[src/sv/acm_pkg.sv]
`timescale 1ns / 1ps
// ----------------------------------------------------------------------------
// acm_pkg
// Shared types and constants for the ascii command to midi converter.
// ----------------------------------------------------------------------------
package acm_pkg;

    // message character codes
    localparam logic [7:0] DIGIT_BASE   = 8'd48;
    localparam logic [7:0] LETTER_O     = 8'h4F;
    localparam logic [7:0] LETTER_F     = 8'h46;
    localparam logic [7:0] LETTER_P     = 8'h50;
    localparam logic [7:0] LETTER_C     = 8'h43;
    localparam logic [7:0] LETTER_B     = 8'h42;
    localparam logic [7:0] LETTER_R     = 8'h52;
    localparam logic [7:0] LETTER_H     = 8'h48;

    // midi status bases
    localparam logic [7:0] STATUS_NOTE_ON   = 8'h90;
    localparam logic [7:0] STATUS_NOTE_OFF  = 8'h80;
    localparam logic [7:0] STATUS_POLY_AT   = 8'hA0;
    localparam logic [7:0] STATUS_CTRL      = 8'hB0;
    localparam logic [7:0] STATUS_BEND      = 8'hE0;
    localparam logic [7:0] STATUS_PROGRAM   = 8'hC0;
    localparam logic [7:0] STATUS_CHAN_AT   = 8'hD0;

    // command lengths and count limit
    localparam logic [3:0] LEN_THREE_FIELD = 4'd9;
    localparam logic [3:0] LEN_TWO_FIELD   = 4'd6;
    localparam logic [3:0] COUNT_MAX       = 4'd15;

    // message queue between front and back
    localparam int QUEUE_DEPTH = 4;
    localparam int QPTR_W      = (QUEUE_DEPTH > 1) ? $clog2(QUEUE_DEPTH) : 1;
    localparam int QCNT_W      = $clog2(QUEUE_DEPTH + 1);

    typedef enum logic [1:0] {
        MSG_REJECT = 2'd0,
        MSG_TWO    = 2'd1,
        MSG_THREE  = 2'd2
    } msg_kind_t;

    typedef struct packed {
        msg_kind_t  kind;
        logic [7:0] status;
        logic [7:0] first_param;
        logic [7:0] second_param;
    } msg_t;

    // queue status seen by front and back
    typedef struct packed {
        logic full;
        logic empty;
    } q_status_t;

endpackage

[src/sv/acm_front.sv]
`timescale 1ns / 1ps
// ----------------------------------------------------------------------------
// acm_front
// Takes command characters, accumulates the fields and classifies the command
// on the end-of-message character.
// ----------------------------------------------------------------------------
module acm_front (
    input  logic          clk,
    input  logic          rst_n,
    input  logic          in_valid,
    output logic          in_stall,
    input  logic [7:0]    char_byte,
    input  logic          end_of_message,
    input  acm_pkg::q_status_t q_status,
    output logic          push,
    output acm_pkg::msg_t push_msg
);
    import acm_pkg::*;

    logic [3:0] count_reg, count_next;
    logic [7:0] kind_letter_reg, kind_letter_next;
    logic [7:0] channel_acc_reg, channel_acc_next;
    logic [7:0] first_acc_reg, first_acc_next;
    logic [7:0] second_acc_reg, second_acc_next;

    logic       accept;
    logic [3:0] count_sat;
    logic [7:0] letter_cur, chan_cur, first_cur, second_cur;
    logic [7:0] base;
    logic [3:0] need;

    function automatic logic [7:0] acc_digit(input logic [7:0] acc, input logic [7:0] c);
        logic [7:0] d;
        d = c - DIGIT_BASE;
        return (acc << 3) + (acc << 1) + d;
    endfunction

    assign in_stall = q_status.full;
    assign accept   = in_valid && !in_stall;

    always_comb
    begin
        letter_cur = kind_letter_reg;
        chan_cur   = channel_acc_reg;
        first_cur  = first_acc_reg;
        second_cur = second_acc_reg;
        if (count_reg == 4'd0)
        begin
            letter_cur = char_byte;
        end
        else if (count_reg inside {[4'd1:4'd2]})
        begin
            chan_cur = acc_digit(channel_acc_reg, char_byte);
        end
        else if (count_reg inside {[4'd3:4'd5]})
        begin
            first_cur = acc_digit(first_acc_reg, char_byte);
        end
        else if (count_reg inside {[4'd6:4'd8]})
        begin
            second_cur = acc_digit(second_acc_reg, char_byte);
        end
        count_sat = (count_reg == COUNT_MAX) ? count_reg : count_reg + 4'd1;

        // letter decode
        need = LEN_THREE_FIELD;
        case (letter_cur)
            LETTER_O: base = STATUS_NOTE_ON;
            LETTER_F: base = STATUS_NOTE_OFF;
            LETTER_P: base = STATUS_POLY_AT;
            LETTER_C: base = STATUS_CTRL;
            LETTER_B: base = STATUS_BEND;
            LETTER_R:
            begin
                base = STATUS_PROGRAM;
                need = LEN_TWO_FIELD;
            end
            LETTER_H:
            begin
                base = STATUS_CHAN_AT;
                need = LEN_TWO_FIELD;
            end
            default:  base = 8'd0;
        endcase

        push_msg.status       = base + chan_cur - 8'd1;
        push_msg.first_param  = first_cur;
        push_msg.second_param = second_cur;
        if (base == 8'd0 || count_sat != need)
        begin
            push_msg.kind = MSG_REJECT;
        end
        else if (need == LEN_TWO_FIELD)
        begin
            push_msg.kind = MSG_TWO;
        end
        else
        begin
            push_msg.kind = MSG_THREE;
        end

        push = accept && end_of_message;

        count_next       = count_reg;
        kind_letter_next = kind_letter_reg;
        channel_acc_next = channel_acc_reg;
        first_acc_next   = first_acc_reg;
        second_acc_next  = second_acc_reg;
        if (accept)
        begin
            if (end_of_message)
            begin
                count_next       = 4'd0;
                kind_letter_next = 8'd0;
                channel_acc_next = 8'd0;
                first_acc_next   = 8'd0;
                second_acc_next  = 8'd0;
            end
            else
            begin
                count_next       = count_sat;
                kind_letter_next = letter_cur;
                channel_acc_next = chan_cur;
                first_acc_next   = first_cur;
                second_acc_next  = second_cur;
            end
        end
    end

    always_ff @(posedge clk or negedge rst_n)
    begin
        if (!rst_n)
        begin
            count_reg       <= 4'd0;
            kind_letter_reg <= 8'd0;
            channel_acc_reg <= 8'd0;
            first_acc_reg   <= 8'd0;
            second_acc_reg  <= 8'd0;
        end
        else
        begin
            count_reg       <= count_next;
            kind_letter_reg <= kind_letter_next;
            channel_acc_reg <= channel_acc_next;
            first_acc_reg   <= first_acc_next;
            second_acc_reg  <= second_acc_next;
        end
    end

endmodule

[src/sv/acm_fifo.sv]
`timescale 1ns / 1ps
// ----------------------------------------------------------------------------
// acm_fifo
// Small flop-based queue of classified messages between front and back.
// ----------------------------------------------------------------------------
module acm_fifo (
    input  logic          clk,
    input  logic          rst_n,
    input  logic          push,
    input  acm_pkg::msg_t push_msg,
    input  logic          pop,
    output acm_pkg::msg_t head_msg,
    output acm_pkg::q_status_t q_status
);
    import acm_pkg::*;

    msg_t              entry_reg [QUEUE_DEPTH];
    logic [QPTR_W-1:0] wr_ptr_reg, wr_ptr_next;
    logic [QPTR_W-1:0] rd_ptr_reg, rd_ptr_next;
    logic [QCNT_W-1:0] count_reg, count_next;

    function automatic logic [QPTR_W-1:0] ptr_inc(input logic [QPTR_W-1:0] p);
        return (p == QPTR_W'(QUEUE_DEPTH - 1)) ? '0 : p + QPTR_W'(1);
    endfunction

    assign head_msg       = entry_reg[rd_ptr_reg];
    assign q_status.full  = (count_reg == QCNT_W'(QUEUE_DEPTH));
    assign q_status.empty = (count_reg == '0);

    always_comb
    begin
        wr_ptr_next = push ? ptr_inc(wr_ptr_reg) : wr_ptr_reg;
        rd_ptr_next = pop ? ptr_inc(rd_ptr_reg) : rd_ptr_reg;
        count_next  = count_reg;
        if (push && !pop)
        begin
            count_next = count_reg + QCNT_W'(1);
        end
        else if (pop && !push)
        begin
            count_next = count_reg - QCNT_W'(1);
        end
    end

    always_ff @(posedge clk or negedge rst_n)
    begin
        if (!rst_n)
        begin
            wr_ptr_reg <= '0;
            rd_ptr_reg <= '0;
            count_reg  <= '0;
        end
        else
        begin
            wr_ptr_reg <= wr_ptr_next;
            rd_ptr_reg <= rd_ptr_next;
            count_reg  <= count_next;
        end
    end

    always_ff @(posedge clk)
    begin
        if (push)
        begin
            entry_reg[wr_ptr_reg] <= push_msg;
        end
    end

    // no overflow or underflow
    assert property (@(posedge clk) disable iff (!rst_n) !(push && q_status.full))
        else $error("message queue overflow");
    assert property (@(posedge clk) disable iff (!rst_n) !(pop && q_status.empty))
        else $error("message queue underflow");
    assert property (@(posedge clk) disable iff (!rst_n)
        (push && !pop) |=> (count_reg == $past(count_reg) + QCNT_W'(1)))
        else $error("queue count missed a push");

endmodule

[src/sv/acm_back.sv]
`timescale 1ns / 1ps
// ----------------------------------------------------------------------------
// acm_back
// Walks the message at the head of the queue and emits its midi bytes
// through an output register.
// ----------------------------------------------------------------------------
module acm_back (
    input  logic          clk,
    input  logic          rst_n,
    input  acm_pkg::msg_t head_msg,
    input  acm_pkg::q_status_t q_status,
    output logic          pop,
    output logic          out_valid,
    input  logic          out_stall,
    output logic [7:0]    midi_byte,
    output logic          last_of_run,
    output logic          rejected
);
    import acm_pkg::*;

    logic [1:0] idx_reg, idx_next;
    logic       out_valid_reg, out_valid_next;
    logic [7:0] byte_reg, byte_next;
    logic       last_reg, last_next;
    logic       rej_reg, rej_next;
    logic       load;
    logic [7:0] sel_byte;
    logic       sel_last;

    always_comb
    begin
        case (idx_reg)
            2'd0:    sel_byte = (head_msg.kind == MSG_REJECT) ? 8'd0 : head_msg.status;
            2'd1:    sel_byte = head_msg.first_param;
            default: sel_byte = head_msg.second_param;
        endcase
        sel_last = (head_msg.kind == MSG_REJECT)
                || (head_msg.kind == MSG_TWO && idx_reg == 2'd1)
                || (head_msg.kind == MSG_THREE && idx_reg == 2'd2);

        load = !out_valid_reg || !out_stall;
        pop  = load && !q_status.empty && sel_last;

        idx_next       = idx_reg;
        out_valid_next = out_valid_reg;
        byte_next      = byte_reg;
        last_next      = last_reg;
        rej_next       = rej_reg;
        if (load)
        begin
            out_valid_next = !q_status.empty;
            if (!q_status.empty)
            begin
                byte_next = sel_byte;
                last_next = sel_last;
                rej_next  = (head_msg.kind == MSG_REJECT);
                idx_next  = sel_last ? 2'd0 : idx_reg + 2'd1;
            end
        end
    end

    always_ff @(posedge clk or negedge rst_n)
    begin
        if (!rst_n)
        begin
            idx_reg       <= 2'd0;
            out_valid_reg <= 1'b0;
        end
        else
        begin
            idx_reg       <= idx_next;
            out_valid_reg <= out_valid_next;
        end
    end

    always_ff @(posedge clk)
    begin
        byte_reg <= byte_next;
        last_reg <= last_next;
        rej_reg  <= rej_next;
    end

    assign out_valid   = out_valid_reg;
    assign midi_byte   = byte_reg;
    assign last_of_run = last_reg;
    assign rejected    = rej_reg;

    // a partly sent message stays at the queue head
    assert property (@(posedge clk) disable iff (!rst_n)
        (idx_reg != 2'd0) |-> !q_status.empty)
        else $error("message in progress left the queue");
    assert property (@(posedge clk) disable iff (!rst_n)
        (idx_reg == 2'd2) |-> (head_msg.kind == MSG_THREE))
        else $error("third byte on a short message");
    assert property (@(posedge clk) disable iff (!rst_n)
        (out_valid_reg && rej_reg) |-> (last_reg && byte_reg == 8'd0))
        else $error("rejection not a single zero byte");

endmodule

[src/sv/ascii_command_to_midi_core.sv]
`timescale 1ns / 1ps
// ----------------------------------------------------------------------------
// ascii_command_to_midi_core
// Turns a text command, one character per transaction, into a midi message.
// ----------------------------------------------------------------------------
// path: the front classifies the message into the queue when the closing
//   character is accepted; the back then loads its first byte from the queue
//   head into the output register, which out_stall can hold
// throughput: one character per cycle in, one midi byte per cycle out while
//   out_stall is low; the input stalls only while the four-entry message queue is full
// reset: rst_n clears the character count, accumulators, queue pointers and
//   output valid at once; no clearing pass is needed
module ascii_command_to_midi_core (
    input  logic       clk,
    input  logic       rst_n,
    input  logic       in_valid,
    output logic       in_stall,
    input  logic [7:0] char_byte,
    input  logic       end_of_message,
    output logic       out_valid,
    input  logic       out_stall,
    output logic [7:0] midi_byte,
    output logic       last_of_run,
    output logic       rejected
);
    import acm_pkg::*;

    // front to queue
    logic      push;
    msg_t      push_msg;
    // queue to back
    logic      pop;
    msg_t      head_msg;
    q_status_t q_status;

    // front: accumulates letter, channel and parameters, classifies on the
    // end-of-message character and pushes one message descriptor
    acm_front u_front (
        .clk            (clk),
        .rst_n          (rst_n),
        .in_valid       (in_valid),
        .in_stall       (in_stall),
        .char_byte      (char_byte),
        .end_of_message (end_of_message),
        .q_status       (q_status),
        .push           (push),
        .push_msg       (push_msg)
    );

    // queue decouples character intake from byte output
    acm_fifo u_fifo (
        .clk      (clk),
        .rst_n    (rst_n),
        .push     (push),
        .push_msg (push_msg),
        .pop      (pop),
        .head_msg (head_msg),
        .q_status (q_status)
    );

    // back: sends one, two or three bytes per message, one per transaction
    acm_back u_back (
        .clk         (clk),
        .rst_n       (rst_n),
        .head_msg    (head_msg),
        .q_status    (q_status),
        .pop         (pop),
        .out_valid   (out_valid),
        .out_stall   (out_stall),
        .midi_byte   (midi_byte),
        .last_of_run (last_of_run),
        .rejected    (rejected)
    );

endmodule
[config.mk]
export PLATFORM = sky130hd
export DESIGN_NAME = ascii_command_to_midi_core
export DESIGN_NICKNAME = d
export VERILOG_FILES = /design/src/sv/acm_pkg.sv /design/src/sv/acm_front.sv /design/src/sv/acm_fifo.sv /design/src/sv/acm_back.sv /design/src/sv/ascii_command_to_midi_core.sv
export SDC_FILE = /design/constraint.sdc
export NUM_CORES = 1
export LEC_CHECK = 0
export ABC_AREA = 1
export ABC_CLOCK_PERIOD_IN_PS = 3140
export BUFFER_PORTS_ARGS = -buffer_cell sky130_fd_sc_hd__clkbuf_2
export CAP_MARGIN = 0
export CELL_PAD_IN_SITES_DETAIL_PLACEMENT = 0
export CELL_PAD_IN_SITES_GLOBAL_PLACEMENT = 1
export CORE_MARGIN = 2
export CORE_UTILIZATION = 45
export CTS_CLUSTER_SIZE = 40
export DETAILED_ROUTE_END_ITERATION = 10
export PLACE_DENSITY = 0.86
export SYNTH_ARGS = -nofsm -noshare
export SYNTH_HDL_FRONTEND = slang
export SYNTH_SLANG_ARGS = --single-unit
export TNS_END_PERCENT = 1
[constraint.sdc]
create_clock -name clk -period 3.14 [get_ports clk]
set_clock_uncertainty 0.05 [all_clocks]
set_input_delay 0.314 -clock clk [delete_from_list [all_inputs] [get_ports clk]]
set_output_delay 0.314 -clock clk [all_outputs]
set_load 0.005 [all_outputs]
After elaboration in Yosys (flattened, before gate mapping)
Memory sizes are Yosys's and may differ from the RTL's.
Index checks and enable logic that the tools add are counted.
{"block": "word_totals", "in_bits": 13, "latch_bits": 0, "ram_bits": 104, "output_inout_bits": 12, "mem_count": 1, "regBits": 56, "word_cells": 111, "romBits": 0}
{"name": "u_fifo.entry_reg", "depth": 4, "width": 26, "rd": 1, "rd_ports_with_merged_regs": 0, "wr": 1, "line": "acm_fifo.sv:17", "source": "msg_t entry_reg [QUEUE_DEPTH];"}
{"block": "classes", "n_eq_ne": 17, "n_reduce_logical": 29, "n_lt_le_gt_ge": 6, "div_mod_pow": 0, "n_mul": 0, "mux": 29, "n_addsub": 15, "n_bitwise": 1, "shift": 0}
{"op": "8-bit two-way mux", "n": 15}
{"op": "8-bit adder", "n": 7}
{"op": "8-bit by 7-bit equality test with 1-bit output, second input constant", "n": 7}
{"op": "8-bit one-hot mux with 7 select lines", "n": 1}
{"op": "8-bit one-hot mux with 2 select lines", "n": 1}
{"op": "4-bit two-way mux", "n": 3}
{"op": "1-bit logical AND", "n": 11}
{"op": "2-bit two-way mux", "n": 5}
{"op": "2-bit equality test, second input constant", "n": 4}
{"op": "8-bit logical NOT", "n": 1}
{"op": "8-bit by 1-bit subtractor with 8-bit output, second input constant", "n": 1}
{"op": "8-bit by 6-bit subtractor with 8-bit output, second input constant", "n": 1}
{"op": "2-bit by 1-bit adder with 2-bit output, second input constant", "n": 3}
{"op": "1-bit logical NOT", "n": 6}
{"op": "3-bit two-way mux", "n": 2}
{"op": "4-bit by 1-bit adder with 4-bit output, second input constant", "n": 1}
{"op": "2-bit by 1-bit equality test with 1-bit output, second input constant", "n": 2}
{"op": "4-bit by 3-bit equality test with 1-bit output, second input constant", "n": 1}
{"op": "4-bit equality test, second input constant", "n": 1}
{"op": "4-bit by 1-bit greater-or-equal comparator with 1-bit output, second input constant", "n": 1}
{"op": "4-bit by 2-bit greater-or-equal comparator with 1-bit output, second input constant", "n": 1}
{"op": "4-bit by 3-bit greater-or-equal comparator with 1-bit output, second input constant", "n": 1}
{"op": "4-bit by 2-bit less-or-equal comparator with 1-bit output, second input constant", "n": 1}
{"op": "4-bit by 3-bit less-or-equal comparator with 1-bit output, second input constant", "n": 1}
{"op": "14 further kinds", "n": 19}

Logic depth before layout (Yosys ltp)
An unclocked memory read counts as a cell.
{"block": "depth", "word_depth": 9, "depth_mapped": 24, "mapped_depth_nobuf": 23}

Cells and area by module
From an unflattened synthesis, not the netlist that was laid out.
{"block": "hier_totals", "hier_cells": 902, "area_unflattened_um2": 9013.6}
{"module": "acm_fifo", "area_each_um2": 4718.3, "seq_area_each_um2": 3298.2, "instances": 1, "cells_per_inst": 355}
{"module": "acm_front", "area_each_um2": 3577.2, "seq_area_each_um2": 900.9, "instances": 1, "cells_per_inst": 474}
{"module": "acm_back", "area_each_um2": 718.2, "seq_area_each_um2": 375.4, "instances": 1, "cells_per_inst": 73}

Worst setup path after synthesis
No wires, ideal clock.
{"block": "synth_path", "kind": "in2reg", "start": "in char_byte[4]", "end": "mem u_fifo.entry_reg[0][23] (netlist bit), data pin", "setup_ns": 0.265, "path_buffers": 0, "cell_stages": 19, "path_slack_ns": -0.243, "t_arrival_ns": 3.068, "required_ns": 2.825, "path_cell_list": "ha_1 > inv_1 > fa_1 > inv_1 > ha_1 > a21oi_1 > o21ai_0 > xnor2_1 > nand2_1 > o21ai_0 > ha_1 > inv_1 > ha_1 > a21oi_1 > inv_1 > nand3_1 > nand2_1 > nand2_1 > nand2_1"}
{"element": "start, declared", "line": "ascii_command_to_midi_core.sv:18", "source": "input logic [7:0] char_byte,"}
{"element": "end, declared", "line": "acm_fifo.sv:17"}

==> results by group <==
Global route
  – Vias in the first global route: 6330
  – Total global routing overflow: 0
  – Largest net degree at the start of global routing: 47
  – Initial antenna violation count: 0
  – GRT Overall Usage: 20.8%
  – First-pass GRT wire length: about 32000 um

Clocking
  – CTS root buf: clkbuf_16
  – Htree depth: 4
  – TritonCTS Buffers: 17
  – Max Buffers Root-to-Sink: 2
  – Clock transition at path regs: 0.06 ns
  – CTS Hold Bufs: 0
  – Clk Latency, worst-skew pair: between 0.4 and 0.5 ns
  – Clock sink count: 160
  – TritonCTS clock tree: yes

Synth
  – Commonest cells in the synthesized netlist: 131 x inv_1, 129 x nand2_1, 114 x edfxtp_1
  – Share of flip-flops with an asynchronous set or reset: 28.7%
  – Synthesized area: 8540 um2
  – Library cells used by synthesis: 39
  – Synth Instances: 859
  – Syn nets: 934
  – Synth area leaders: edfxtp_1 40%, dfrtp_1 13%, ha_1 6.6%
  – Syn_area_per_cell: 9.94 um2
  – Post-synthesis sequential area ratio: about 54%
  – EDFF count, synth: 114
  – Yosys warns: 0
  – Top FF cell, synth: edfxtp_1
  – Yosys reg bits: 160
  – Post-synth top area cell: edfxtp_1
  – Post-synth top area share: between 40% and 50%
  – Most instantiated library cell after synthesis: inv_1

Critical path
  – CP top delay family: adder cells
  – CP max FO: 4
  – CP cell instances: inv_2, fa_1, inv_2, ha_4, nand2_2, o21bai_4, o21ai_2, a21oi_2, a21oi_2, ha_1, inv_2, ha_4, nand2_1, nand2_1, a21oi_2, inv_1, nand3_2, nand2_2, inv_1, nand3_2, nand2_2
  – Critical Path Source Type: flip-flop
  – CP Depth: 21
  – Critical path arrival: 3.43 ns
  – Crit-path max cell delay: approximately 0.54 ns
  – Reg2Reg Depth: 21
  – CP max-delay cell: fa_1
  – WS Path Type: reg2reg
  – CP bufs+invs: 5
  – Worst EP required: 3.26 ns
  – Worst Setup End Kind: flip-flop

Pwr
  – Peak VDD IR: just over 0.0006 V
  – LEAKAGE: ~4.6 nW
  – Final Total Pwr: about 13 mW
  – Power per Cell Area: 1210 nW/um2

Detailed routing
  – Total wire length: 19900 um
  – Vias per cell: 5.24
  – Antenna violation net count after detailed routing: 0
  – Starting DRC count in detailed routing: 524
  – Routed len/inst: around 16 um
  – Via count: 6351
  – DRC: 0
  – Drt pass-1 iters: 5

Timing
  – Final Critical Period: 3.31 ns
  – RSZ-0062 raised after global routing: yes
  – Worst-Margin Slew: 0.696 ns
  – Slew HR: between 50% and 60%
  – Period utilization: 105%
  – Hold slack: -0.0324 ns
  – Count of pins over their slew limit: 0
  – Fin. Hold Viols: 37
  – Peak Freq: 0.302 GHz
  – Worst Slack Setup Final: -0.172 ns
  – Final setup viols: 8

Outcome
  – Status: complete, but fails checks
  – Failing checks: negative hold slack, negative setup slack

Cells and area
  – Largest register FFs: ~100
  – Multi-input gate area: 3570 um2
  – Final nets: 1040
  – Fillers: around 1600
  – Synthesis-to-finish area growth: 22.2%
  – Layout cells sized above 1: approximately a quarter
  – FF/Latch Area: about 4600 um2
  – Fin util: 55.9%
  – Ant. Diodes: 0

Floorplan
  – Die width: 142 um
  – Die ar.: 20100 um2
  – Initial Util: between 40 and 50%
  – Die Span Y: approximately 140 um
  – Io pins: 25
  – Row count: 50
  – Core Box Area: 18600 um2

Min path
  – Worst Hold Class: in2async

Place
  – I/O Buffers: 24
  – DP Wirelength: between 10000 and 15000 um
  – GP Congestion: ~0.9

Run
  – Maxcap violations: 0
## timing repair
item,CTS,global route
cloned,0,0
setup endpoints to repair,12,18
setup buffers,9,3
pin swaps,14,27
resized for setup,4,43
## final timing paths
check	from	slack (ns)	endpoint
max	u_front.channel_acc_reg[0]$_DFFE_PN0P_	-0.17	u_fifo.entry_reg[0][23]$_DFFE_PP_
min	rst_n	-0.03	u_back.idx_reg[1]$_DFFE_PN0P_
max reg2reg	u_front.channel_acc_reg[0]$_DFFE_PN0P_	-0.17	u_fifo.entry_reg[0][23]$_DFFE_PP_
min reg2reg	u_front.first_acc_reg[7]$_DFFE_PN0P_	0.43	u_front.first_acc_reg[7]$_DFFE_PN0P_
max in group asynchronous	rst_n	2.59	u_fifo.rd_ptr_reg[0]$_DFFE_PN0P_
min in group clk	out_stall	0.07	u_back.out_valid$_DFFE_PN0N_
## cells in the final DEF, fill, tap and decap left out, types with 2 or more instances in the layout
cell / n
fa_1: 16
nor3_1: 5
nand2_2: 18
o21ai_1: 5
o21ai_0: 79
nor2_4: 3
ha_4: 9
clkbuf_2: 24
dfrtp_1: 45
inv_8: 2
inv_1: 119
nand2_1: 122
buf_12: 2
buf_4: 88
xnor2_1: 9
nor2_1: 65
bufinv_16: 5
o22ai_1: 55
a21oi_2: 6
o21ai_2: 5
clkinv_1: 2
nor2_2: 10
clkinvlp_4: 2
a21oi_1: 12
xor2_1: 13
clkbuf_16: 17
inv_2: 17
o22a_1: 2
inv_6: 3
ha_1: 35
edfxtp_1: 114
nand3_1: 32
nand4_1: 2
or2_2: 5
nand3_2: 4
nand2_4: 4
nand3b_1: 4
## through the flow
| stage | worst slack [ns] | std cells | cell area, um2 | TNS, ns |
|---|---|---|---|---|
| 6_report | -0.172 | 1212 | 10400 | -0.990 |
| 5_1_grt | -0.355 | 1212 | 10400 | -2.70 |
| 4_1_cts | -0.168 | 1209 | 10200 | -1.29 |
| 3_5_place_dp | -0.313 | 1168 | 9520 | -2.80 |
| 3_3_place_gp | -0.236 | 1168 | 9520 | -1.71 |
| 2_1_floorplan | 0.00510 | 859 | 8610 | 0 |
## cell families after synthesis
kind of cell | count (synthesis) | share of synthesized area, %
AND/OR/NAND/NOR | 280 | 14.8
multiplexers | 1 | 0.132
buffers and inverters | 163 | 7.46
XOR/XNOR | 22 | 2.26
flip-flops | 160 | 53.6
AO/OA/AOI/OAI | 171 | 11.2
adder cells (fa/ha/maj) | 62 | 10.6
## metal layers
layer  wire length [um]  up-vias  global-route usage, %
li1                   -     3100                      -
met1               9030     3059                   28.2
met2               9610      161                   34.1
met3                907       31                   3.98
met4                362        0                   6.42
met5                  0        -                      0
## area by class of cell
type                            instances  share of cell area (%)
Sequential cell                       160                    43.9
Multi-Input combinational cell        536                    34.3
Timing Repair Buffer                  114                    7.87
Inverter                              136                    4.89
Clock buffer                           17                    4.08
Tap cell                              234                    2.81
Clock inverter                         15                    2.21
## where the power goes
group | switching (mW) | total, mW | internal, mW
logic | 3.88 | 6.81 | 2.93
registers | 0.212 | 3.54 | 3.32
clock network | 0.863 | 2.29 | 1.42
total | 4.95 | 12.6 | 7.68
Note: power is estimated with default switching activity, not from simulation.
